File: src/fnm_pkg.sv
`timescale 1ns / 1ps
package fnm_pkg;
    localparam int MAX_POINTS = 256;
    localparam int MAX_PAIRS = 64;
    localparam int PW = $clog2(MAX_POINTS);
    localparam int CW = PW + 1;
    localparam int FW = 48;
    localparam int DW = 34;
    localparam int NW = 7;

    localparam logic [1:0] REQ_SRC = 2'd0;
    localparam logic [1:0] REQ_TGT = 2'd1;
    localparam logic [1:0] REQ_START = 2'd2;

    localparam logic CFG_PAIRS = 1'b0;
    localparam logic CFG_LIMIT = 1'b1;

    localparam logic [NW-1:0] PAIRS_RESET = NW'(64);
    localparam logic [DW-1:0] LIMIT_RESET = DW'(64'd16777216);

    typedef enum logic [3:0] {
        ST_IDLE,
        ST_MRD,
        ST_MWAIT,
        ST_MACC,
        ST_MWR,
        ST_SRD,
        ST_SWAIT,
        ST_SCMP,
        ST_EMIT,
        ST_HOLD
    } t_state;

    typedef struct packed {
        logic load_src;
        logic load_tgt;
        logic m_init_src;
        logic m_init_tgt;
        logic m_next_tgt;
        logic m_acc;
        logic m_write;
        logic m_next_src;
        logic s_init_k;
        logic s_init_scan;
        logic s_next_scan;
        logic s_cmp;
        logic emit;
        logic next_k;
    } t_cmd;

    typedef struct packed {
        logic tgt_done;
        logic tgt_drained;
        logic src_done;
        logic scan_done;
        logic k_done;
        logic no_src;
    } t_status;
endpackage

File: src/fnm_ctrl.sv
`timescale 1ns / 1ps
module fnm_ctrl import fnm_pkg::*; (
    input  logic      i_clk,
    input  logic      i_rst_n,
    input  logic      i_in_valid,
    input  logic [1:0] i_req_type,
    output logic      o_in_ready,
    input  logic      i_out_busy,
    input  t_status   i_status,
    output t_cmd      o_cmd
);
    t_state r_state, n_state;

    always_ff @(posedge i_clk) begin
        if (!i_rst_n) begin
            r_state <= ST_IDLE;
        end else begin
            r_state <= n_state;
        end
    end

    always_comb begin
        n_state = r_state;
        o_cmd = '0;
        o_in_ready = 1'b0;
        case (r_state)
            ST_IDLE: begin
                o_in_ready = 1'b1;
                if (i_in_valid) begin
                    o_cmd.load_src = (i_req_type == REQ_SRC);
                    o_cmd.load_tgt = (i_req_type == REQ_TGT);
                    if (i_req_type == REQ_START) begin
                        o_cmd.m_init_src = 1'b1;
                        n_state = ST_MRD;
                    end
                end
            end
            ST_MRD: begin
                // begin one source: its features read out, target pointer zeroed
                if (i_status.src_done) begin
                    o_cmd.s_init_k = 1'b1;
                    n_state = i_status.no_src ? ST_IDLE : ST_SRD;
                end else begin
                    o_cmd.m_init_tgt = 1'b1;
                    n_state = ST_MWAIT;
                end
            end
            ST_MWAIT: begin
                n_state = i_status.tgt_done ? ST_MWR : ST_MACC;
                o_cmd.m_next_tgt = !i_status.tgt_done;
            end
            ST_MACC: begin
                // hold until the last target has gone through the compare
                o_cmd.m_acc = 1'b1;
                if (i_status.tgt_drained) begin
                    n_state = ST_MWR;
                end else begin
                    o_cmd.m_next_tgt = !i_status.tgt_done;
                end
            end
            ST_MWR: begin
                o_cmd.m_write = 1'b1;
                o_cmd.m_next_src = 1'b1;
                n_state = ST_MRD;
            end
            ST_SRD: begin
                o_cmd.s_init_scan = 1'b1;
                n_state = ST_SWAIT;
            end
            ST_SWAIT: begin
                o_cmd.s_next_scan = 1'b1;
                n_state = ST_SCMP;
            end
            ST_SCMP: begin
                if (i_status.scan_done) begin
                    n_state = ST_EMIT;
                end else begin
                    o_cmd.s_cmp = 1'b1;
                    o_cmd.s_next_scan = 1'b1;
                end
            end
            ST_EMIT: begin
                if (!i_out_busy) begin
                    o_cmd.emit = 1'b1;
                    o_cmd.next_k = 1'b1;
                    n_state = i_status.k_done ? ST_HOLD : ST_SRD;
                end
            end
            ST_HOLD: begin
                n_state = ST_IDLE;
            end
            default: n_state = ST_IDLE;
        endcase
    end
endmodule

File: config.mk
export PLATFORM = sky130hd
export DESIGN_NAME = fnm_ctrl
export DESIGN_NICKNAME = d
export VERILOG_FILES = /design/src/fnm_pkg.sv /design/src/fnm_ctrl.sv
export SDC_FILE = /design/constraint.sdc
export NUM_CORES = 1
export LEC_CHECK = 0
export BUFFER_PORTS_ARGS = -buffer_cell sky130_fd_sc_hd__buf_2
export CORE_MARGIN = 8
export CORE_UTILIZATION = 35
export CTS_BUF_LIST = sky130_fd_sc_hd__clkbuf_16
export DETAILED_ROUTE_END_ITERATION = 10
export GPL_TIMING_DRIVEN = 0
export PLACE_DENSITY = 0.66
export SLEW_MARGIN = 15
export SYNTH_ARGS = -nofsm -noshare
export SYNTH_HDL_FRONTEND = slang
export SYNTH_SLANG_ARGS = --single-unit
File: constraint.sdc
create_clock -name i_clk -period 4.5 [get_ports i_clk]
set_clock_uncertainty 0.05 [all_clocks]
set_input_delay 0.225 -clock i_clk [delete_from_list [all_inputs] [get_ports i_clk]]
set_output_delay 0.225 -clock i_clk [all_outputs]
set_load 0.1 [all_outputs]
; Word level (Yosys, flattened, before mapping)
; Cells that the tools add are included.
[op_classes]
n_eq_ne = 15
mux = 28
n_reduce_logical = 4
[ops]
columns = cell, n
row1 = 4-bit one-hot mux with 9 select lines, 1
row2 = 4-bit two-way mux, 6
row3 = "4-bit by 3-bit == test with 1-bit output, second input constant", 4
row4 = 3-bit two-way mux, 5
row5 = 1-bit two-way mux, 10
row6 = "2-bit != test, second input constant", 5
row7 = "4-bit by 2-bit == test with 1-bit output, second input constant", 2
row8 = 2-bit two-way mux, 4
row9 = 5-bit AND reduction, 1
row10 = "4-bit by 1-bit == test with 1-bit output, second input constant", 1
row11 = "4-bit == test, second input constant", 1
row12 = 4-bit logical NOT, 1
row13 = 1-bit one-hot mux with 2 select lines, 2
row14 = "2-bit by 1-bit == test with 1-bit output, second input constant", 1
row15 = "2-bit == test, second input constant", 1
row16 = 2-bit logical NOT, 1
row17 = 1-bit logical NOT, 1
[totals]
regBits = 4
in_bits = 12
out_inout_bits = 15
word_cells = 48

; Logic depth before layout (Yosys ltp)
; Gate-level depths: netlist of the first run.
[logic_depth]
word_depth = 4
mapped_depth = 5
depth_no_buf = 4

; Worst setup path before layout of the first run
; No wires, ideal clock.
[synth_path]
kind = register to output
start = register r_state[2]
end = output port o_cmd[9] (netlist name)
t_arrival_ps = 5387
t_required_ps = 4225
path_slack_ps = -1162
path_stages_with_launch = 4
path_buffers = 1
cell_sequence = dfxtp_1 > buf_2 > nand2b_1 > a2111oi_0
[synth_lines]
columns = item, line
row1 = start: declaration, fnm_ctrl.sv:12  ; t_state r_state, n_state;
row2 = start signal: assignment, fnm_ctrl.sv:18  ; r_state <= n_state;
row3 = end: declaration, fnm_ctrl.sv:10  ; output t_cmd o_cmd

==> impl_metrics.json, run 1 <==
{
  "outcome": "finished clean",
  "top_regs": "r_state x4",
  "peakVddDrop_mv": 0.3432,
  "crit_fanout": 10,
  "overflow": 0,
  "drv_cap": 0,
  "clock_sinks": 4,
  "max-clock-path-buffers": 2,
  "seq_area_frac_synth_pct": 17.30,
  "clock_latency_ns": 0.22,
  "antenna_found_initial": 0,
  "maxSlewHeadroom_pct": 67.41,
  "die_h_um": 52.37,
  "cp.arrival_ns": 1.86,
  "setup_tns_ns": 0,
  "synth.area.top_cells": "dfxtp_1, nand2b_1, nand3_1, nor4_4, nor3_1",
  "cts_hold_buf": 0,
  "regMostFlops": "r_state",
  "numCtsBuffers": 3,
  "portBuffers": 26,
  "p_comb_share_pct": 30.6,
  "critPathBufInv": 4,
  "layout.cells.most_common": "buf_2",
  "grt_max_degree": 11,
  "grt_pass1_vias": 557,
  "rsz0062_at_grt": "no",
  "fmax_mhz": 467.9,
  "place_hpwl_mm": 1.141,
  "r2r_start": "r_state[0]",
  "final_cell_mix": "buf_2, nor2_1, nand3_1",
  "synth.largest_area_cell": "dfxtp_1",
  "hold_viol": 0,
  "min_period_over_period_pct": 47.49,
  "p_sw_share_pct": 31.91,
  "endpoint_kind": "output pin",
  "routedWlPerCell_um": 13.38,
  "numPlacedInstances": 104,
  "drv_slew": 0,
  "hold_depth": 2,
  "fin_total_pwr_uw": 252.9,
  "hold_path.class": "in -> reg",
  "yosys_warnings": 0,
  "critPathTopFamily": "buffers and inverters",
  "crit_required_ns": 4.22,
  "critical_path.startpoint_type": "flip-flop",
  "setup_viol": 0,
  "cts_setup_buffers": 0,
  "drive_gt1_share_pct": 40.22,
  "final_cells": 107,
  "area_growth_pct": 50.00,
  "vias": 567,
  "syn_inst": 63,
  "synth_cell_types": 32,
  "cts_resized": 0,
  "route.detailed.drc": 0,
  "n_antenna_cell": 0,
  "worstPathCellList": "clkbuf_1, inv_1, nor2_1, buf_4, buf_2",
  "num_rows": 13,
  "cts.clk_slew.worst_paths_ns": 0.03,
  "worst_pin_slew_ns": 0.4923,
  "io_pins": 27,
  "viasPerCell": 5.299,
  "final.min_clock_period_ns": 2.137,
  "grt_pass1_wl_mm": 2.373,
  "initial_core_util_pct": 36.49,
  "track_usage_pct": 10.82,
  "power_leakage_nw": 0.3274,
  "synth_seq_cells": 4,
  "die_x_um": 52.37,
  "pwr-share-clk_pct": 53.5,
  "drt-initial-drc-count": 6,
  "nets": 106,
  "yosys.area.top_type_share_pct": 17.30,
  "h-tree-depth": 1,
  "gp_congestion": 0.8187,
  "cts_root_buf": "clkbuf_16",
  "p_seq_share_pct": 15.9,
  "largest_reg_flops": 4,
  "rr_worst_depth": 5,
  "syn_nets": 75,
  "pwr_density_cell_nw_per_um2": 364.2,
  "rrSetupSlack_ns": 2.92,
  "routed_wirelength_mm": 1.432,
  "worstSetupPathType": "reg -> out",
  "max_stage_delay_ns": 0.48,
  "core_um2": 1269,
  "power.internal_uw": 172.2,
  "cts_tree": "built",
  "power.switching_uw": 80.69,
  "dr.pass1.iters": 4,
  "dieArea_um2": 2743,
  "ant_nets": 0,
  "hold_path_startpoint": "i_rst_n",
  "r2r_end": "r_state[2]",
  "synth_area_um2": 462.9,
  "holdPathEnd": "r_state[0]",
  "syn_avg_cell_area_um2": 7.348,
  "cp_slowest_cell": "dfxtp_1"
}
## metal layers
layer  vias to the layer above  routed length [µm]  track usage, %
met3                         0                  98           3.409
met2                        16                 651           18.18
met4                         0                   0           3.017
met5                         -                   0               0
li1                        293                   -               -
met1                       258                 683           12.76
## cell type report
| class | instances | area (µm²) |
|---|---|---|
| fillers | 141 | 574.3 |
| multi-input cells | 51 | 350.3 |
| repair buffers | 26 | 130.1 |
| flip-flops and latches | 4 | 80.08 |
| clock buffers | 3 | 75.07 |
| plain buffers | 6 | 32.53 |
| well taps | 15 | 18.77 |
| inverters | 2 | 7.507 |
## how the worst max path moves through the flow
stage                     from        to  slack [ns]  depth (start not counted)
floorplan           r_state[2]  o_cmd[9]        0.19                          3
global placement    r_state[3]  o_cmd[1]        2.63                          5
detailed placement  r_state[3]  o_cmd[1]        2.62                          5
CTS                 r_state[3]  o_cmd[1]        2.37                          5
global route        r_state[3]  o_cmd[1]        2.25                          5
finish              r_state[3]  o_cmd[1]        2.36                          5
## power groups by stage
| stage | Clock, mW | Combinational (mW) | Sequential (mW) |
|---|---|---|---|
| floorplan | 0 | 0.0618 | 0.0399 |
| global placement | 0 | 0.0770 | 0.0405 |
| detailed placement | 0 | 0.0773 | 0.0406 |
| CTS | 0.138 | 0.0775 | 0.0402 |
| global route | 0.141 | 0.0821 | 0.0404 |
| finish | 0.135 | 0.0773 | 0.0403 |
## cells in the mapped netlist
| cell type | number |
|---|---|
| nand3_1 | 5 |
| nor2_1 | 5 |
| dfxtp_1 | 4 |
| nand2_1 | 4 |
| nand2b_1 | 4 |
| nor3_1 | 4 |
| o21ai_0 | 3 |
| a21oi_1 | 2 |
| and3_1 | 2 |
| buf_2 | 2 |
| buf_4 | 2 |
| clkbuf_1 | 2 |
| inv_1 | 2 |
| nand3b_1 | 2 |
| nor4b_1 | 2 |
| o21a_1 | 2 |
| a2111oi_0 | 1 |
| a211oi_1 | 1 |
| a21boi_0 | 1 |
| a21boi_1 | 1 |
| a21o_1 | 1 |
| a22oi_2 | 1 |
| and3b_1 | 1 |
| and4b_1 | 1 |
| mux2i_1 | 1 |
| nand4b_1 | 1 |
| nor2b_1 | 1 |
| nor4_1 | 1 |
| nor4_4 | 1 |
| nor4bb_1 | 1 |
| o311a_1 | 1 |
| or4_4 | 1 |
## through the flow
stage                     worst slack, ns  util (%)  hold slack [ns]  area, µm²
final                               2.363     54.73           0.2216      694.4
after global placement              2.629     48.82           0.4447      619.3
after global routing                2.245     54.73           0.2370      694.4
after floorplan                    0.1922         -           0.2836      470.5
after CTS                           2.366     54.73           0.2247      694.4
after detailed placement            2.615     48.82           0.4504      619.3
## worst reg2reg max path: cells and delay by family, from the launching register on
kind / cells / cell delay [ns]
AOI/OAI and AO/OA: 3 / 0.45
buffers and inverters: 1 / 0.37
DFF: 1 / 0.48
and+or+nand+nor: 1 / 0.11
## logic make-up after synthesis
logic type	after synthesis	synth area share [%]
AOI/OAI and AO/OA	14	21.89
DFF	4	17.30
muxes	1	2.162
and+or+nand+nor	36	50.00
buffers and inverters	8	8.649
Note: power is estimated with default switching activity, not from simulation.
==> run 2, diff against run 1 <==
==> constraint.sdc (replaced) <==
create_clock -name i_clk -period 2.1 [get_ports i_clk]
set_clock_uncertainty 0.05 [all_clocks]
set_input_delay 0.105 -clock i_clk [delete_from_list [all_inputs] [get_ports i_clk]]
set_output_delay 0.105 -clock i_clk [all_outputs]
set_load 0.1 [all_outputs]
==> impl_metrics.json, run 2 (synthesis results as in run 1) <==
{
  "clock_sinks": 4,
  "r2r_end": "r_state[2]",
  "area_growth_pct": 67.84,
  "antenna_found_initial": 0,
  "dr.pass1.iters": 4,
  "die_x_um": 52.37,
  "peakVddDrop_mv": 0.6149,
  "routed_wirelength_mm": 1.539,
  "worst_pin_slew_ns": 0.6515,
  "rsz0062_at_grt": "no",
  "gp_congestion": 0.8541,
  "power_leakage_nw": 0.3635,
  "power.switching_uw": 190.4,
  "vias": 600,
  "endpoint_kind": "output pin",
  "power.internal_uw": 377.1,
  "fin_util_pct": 61.24,
  "drv_slew": 0,
  "track_usage_pct": 11.63,
  "portBuffers": 26,
  "route.detailed.drc": 0,
  "place_ws_ns": 0.1155,
  "viasPerCell": 5.607,
  "hold_viol": 0,
  "p_seq_share_pct": 15.2,
  "cp.arrival_ns": 1.80,
  "worstSetupPathType": "reg -> out",
  "layout.cells.most_common": "buf_2",
  "cts_tree": "built",
  "hold_path_startpoint": "i_rst_n",
  "cts_setup_buffers": 0,
  "grt_max_degree": 11,
  "numCtsBuffers": 3,
  "crit_fanout": 10,
  "p_comb_share_pct": 32.5,
  "crit_required_ns": 1.95,
  "setup_viol": 0,
  "placed_cell_area_um2": 700.7,
  "rrSetupSlack_ns": 0.35,
  "nets": 106,
  "final_cell_area_um2": 777.0,
  "clock_latency_ns": 0.22,
  "final.min_clock_period_ns": 1.958,
  "final_cell_mix": "buf_2, nand3_1, nand2b_1, nor2_1, nand2_1",
  "fin_ws_ns": 0.1417,
  "p_sw_share_pct": 33.56,
  "drt-initial-drc-count": 21,
  "holdPathEnd": "r_state[0]",
  "hold_depth": 2,
  "maxSlewHeadroom_pct": 56.56,
  "rr_worst_depth": 5,
  "critical_path.startpoint_type": "flip-flop",
  "drv_cap": 0,
  "top_regs": "r_state x4",
  "fmax_mhz": 510.6,
  "place_hpwl_mm": 1.231,
  "routedWlPerCell_um": 14.38,
  "min_period_over_period_pct": 93.25,
  "grt_pass1_wl_mm": 2.470,
  "outcome": "finished clean",
  "num_rows": 13,
  "ant_nets": 0,
  "r2r_start": "r_state[0]",
  "pwr-share-clk_pct": 52.3,
  "h-tree-depth": 1,
  "die_h_um": 52.37,
  "io_pins": 27,
  "pwr_density_cell_nw_per_um2": 730.3,
  "overflow": 0,
  "drive_gt1_share_pct": 52.17,
  "grt_pass1_vias": 585,
  "initial_core_util_pct": 36.49,
  "largest_reg_flops": 4,
  "hold_path.class": "in -> reg",
  "dieArea_um2": 2743,
  "core_um2": 1269,
  "max-clock-path-buffers": 2,
  "cts_root_buf": "clkbuf_16",
  "n_antenna_cell": 0,
  "cts.clk_slew.worst_paths_ns": 0.03,
  "regMostFlops": "r_state"
}
run 2: worst max path at each step:
| stage | start | end | slack, ns |
|---|---|---|---|
| after floorplan | r_state[0] | o_cmd[13] | -0.88 |
| after global placement | r_state[3] | o_cmd[1] | 0.15 |
| after detailed placement | r_state[3] | o_cmd[1] | 0.12 |
| after CTS | r_state[3] | o_cmd[1] | 0.15 |
| after global routing | r_state[3] | o_cmd[1] | 0.08 |
| final | r_state[3] | o_cmd[1] | 0.14 |
run 2: through the flow:
| step | hold slack, ns | TNS [ns] | instances | power [mW] |
|---|---|---|---|---|
| after global placement | 0.3167 | 0 | 104 | 0.2706 |
| after global routing | 0.1074 | 0 | 107 | 0.5866 |
| final | 0.09551 | 0 | 107 | 0.5675 |
| after detailed placement | 0.3288 | 0 | 104 | 0.2713 |
| after CTS | 0.09709 | 0 | 107 | 0.5720 |
| after floorplan | 0.1635 | -2.346 | 63 | 0.2330 |
run 2: worst max-delay path, cell delays in order, from the launching register on:
cell and delay, ns:
dfxtp_1 0.48, clkbuf_2 0.37, inv_1 0.12, nor2_4 0.10, buf_4 0.10, buf_2 0.41
run 2: metal layers:
| layer | GRT usage, % | routed length (µm) | vias to the layer above |
|---|---|---|---|
| met5 | 0 | 0 | - |
| met3 | 1.989 | 78 | 3 |
| met1 | 13.92 | 670 | 286 |
| li1 | - | - | 293 |
| met2 | 17.98 | 761 | 18 |
| met4 | 8.621 | 29 | 0 |
run 2: final cells by class:
| type | instances | area, µm² |
|---|---|---|
| buffer | 6 | 33.78 |
| clock buffer | 3 | 75.07 |
| multi-input combinational | 51 | 429.2 |
| sequential | 4 | 82.58 |
| fill | 121 | 491.7 |
| inverter | 2 | 7.507 |
| timing repair buffer | 26 | 130.1 |
| tap | 15 | 18.77 |
run 2: power by group through the flow:
stage               Sequential [mW]  Combinational, mW  Clock, mW
floorplan                    0.0860              0.147          0
global placement             0.0870              0.184          0
detailed placement           0.0870              0.184          0
CTS                          0.0860              0.185      0.301
global route                 0.0866              0.194      0.306
finish                       0.0860              0.185      0.297
run 2: repair_timing:
action	4_1_cts	5_1_grt
setup endpoints to repair	2	0
resized for setup	1	0
hold buffers	0	0
==> run 3, diff against run 2 <==
--- a/config.mk
+++ b/config.mk
@@ -12,7 +12,8 @@
 export DETAILED_ROUTE_END_ITERATION = 10
 export GPL_TIMING_DRIVEN = 0
 export PLACE_DENSITY = 0.66
-export SLEW_MARGIN = 15
+export RECOVER_POWER = 25
+export SLEW_MARGIN = 10
 export SYNTH_ARGS = -nofsm -noshare
 export SYNTH_HDL_FRONTEND = slang
 export SYNTH_SLANG_ARGS = --single-unit
==> impl_metrics.json, run 3 (synthesis results as in run 1) <==
{
  "outcome": "finished clean",
  "h-tree-depth": 1,
  "peakVddDrop_mv": 0.6139,
  "final.min_clock_period_ns": 1.948,
  "setup_viol": 0,
  "worstSetupPathType": "reg -> out",
  "clock_sinks": 4,
  "area_growth_pct": 66.49,
  "largest_reg_flops": 4,
  "grt_pass1_wl_mm": 2.470,
  "rrSetupSlack_ns": 0.28,
  "portBuffers": 26,
  "hold_viol": 0,
  "grt_max_degree": 11,
  "critical_path.startpoint_type": "flip-flop",
  "top_regs": "r_state x4",
  "placed_cell_area_um2": 700.7,
  "dr.pass1.iters": 4,
  "overflow": 0,
  "fin_ws_ns": 0.1524,
  "cts_setup_buffers": 0,
  "initial_core_util_pct": 36.49,
  "min_period_over_period_pct": 92.74,
  "maxSlewHeadroom_pct": 57.38,
  "drv_cap": 0,
  "grt_pass1_vias": 585,
  "clock_latency_ns": 0.22,
  "route.detailed.drc": 0,
  "rsz0062_at_grt": "no",
  "nets": 106,
  "endpoint_kind": "output pin",
  "final_cell_area_um2": 770.7,
  "routed_wirelength_mm": 1.530,
  "layout.cells.most_common": "buf_2",
  "die_x_um": 52.37,
  "vias": 592,
  "core_um2": 1269,
  "cts.clk_slew.worst_paths_ns": 0.03,
  "final_cell_mix": "buf_2, nand3_1, nand2b_1, nor2_1, nand2_1",
  "drv_slew": 0,
  "n_antenna_cell": 0,
  "place_hpwl_mm": 1.231,
  "num_rows": 13,
  "drive_gt1_share_pct": 50.00,
  "hold_depth": 2,
  "holdPathEnd": "r_state[0]",
  "cp.arrival_ns": 1.79,
  "max-clock-path-buffers": 2,
  "cts_root_buf": "clkbuf_16",
  "cts_tree": "built",
  "regMostFlops": "r_state",
  "die_h_um": 52.37,
  "gp_congestion": 0.8541,
  "track_usage_pct": 11.63,
  "final_cells": 107,
  "fmax_mhz": 513.5,
  "r2r_end": "r_state[2]",
  "crit_fanout": 10,
  "power_leakage_nw": 0.3629,
  "place_ws_ns": 0.1155,
  "pwr_density_cell_nw_per_um2": 732.2,
  "fin_total_pwr_uw": 564.3,
  "antenna_found_initial": 0,
  "viasPerCell": 5.533,
  "hold_path_startpoint": "i_rst_n",
  "rr_worst_depth": 5,
  "crit_required_ns": 1.95,
  "io_pins": 27,
  "drt-initial-drc-count": 19,
  "ant_nets": 0,
  "dieArea_um2": 2743,
  "numPlacedInstances": 104,
  "fin_util_pct": 60.75,
  "worst_pin_slew_ns": 0.6393,
  "routedWlPerCell_um": 14.30,
  "r2r_start": "r_state[0]",
  "startpoint": "r_state[3]",
  "hold_path.class": "in -> reg",
  "numCtsBuffers": 3
}
-- run 3: worst max-delay path by stage --
stage	endpoint	slack, ns	depth (start not counted)
global route	o_cmd[9]	0.08	3
CTS	o_cmd[1]	0.15	5
global placement	o_cmd[1]	0.15	5
detailed placement	o_cmd[1]	0.12	5
floorplan	o_cmd[13]	-0.88	2
finish	o_cmd[1]	0.15	5
-- run 3: per-layer routing --
metal	routed length [µm]	GRT usage, %	vias to the layer above
met5	0	0	-
met4	29	8.621	0
met3	81	1.989	3
met2	766	17.98	16
met1	653	13.92	280
li1	-	-	293
-- run 3: cell type report --
type,instances,area (µm²)
Buffer,6,33.78
Clock buffer,3,75.07
Fill cell,123,498.0
Inverter,2,7.507
Multi-Input combinational cell,51,424.2
Sequential cell,4,81.33
Tap cell,15,18.77
Timing Repair Buffer,26,130.1
-- run 3: metrics by stage --
stage	hold slack, ns	setup TNS [ns]
floorplan	0.1635	-2.346
global placement	0.3167	0
detailed placement	0.3288	0
CTS	0.09709	0
global route	0.1148	0
finish	0.09777	0
-- run 3: what timing repair did --
action | CTS | global route
endpoints found under the setup margin | 2 | 0
hold buffers | 0 | 0
resized for setup | 1 | 0
-- run 3: critical path: stages, from the launching register on --
cell	delay [ns]
dfxtp_1	0.47
clkbuf_2	0.37
inv_1	0.12
nor2_4	0.10
buf_4	0.10
buf_2	0.41
-- run 3: power breakdown --
group          internal (mW)  switching, mW  total, mW
clock network          0.243         0.0536      0.297
logic                 0.0515          0.130      0.182
registers             0.0802        0.00549     0.0857
total                  0.375          0.189      0.564
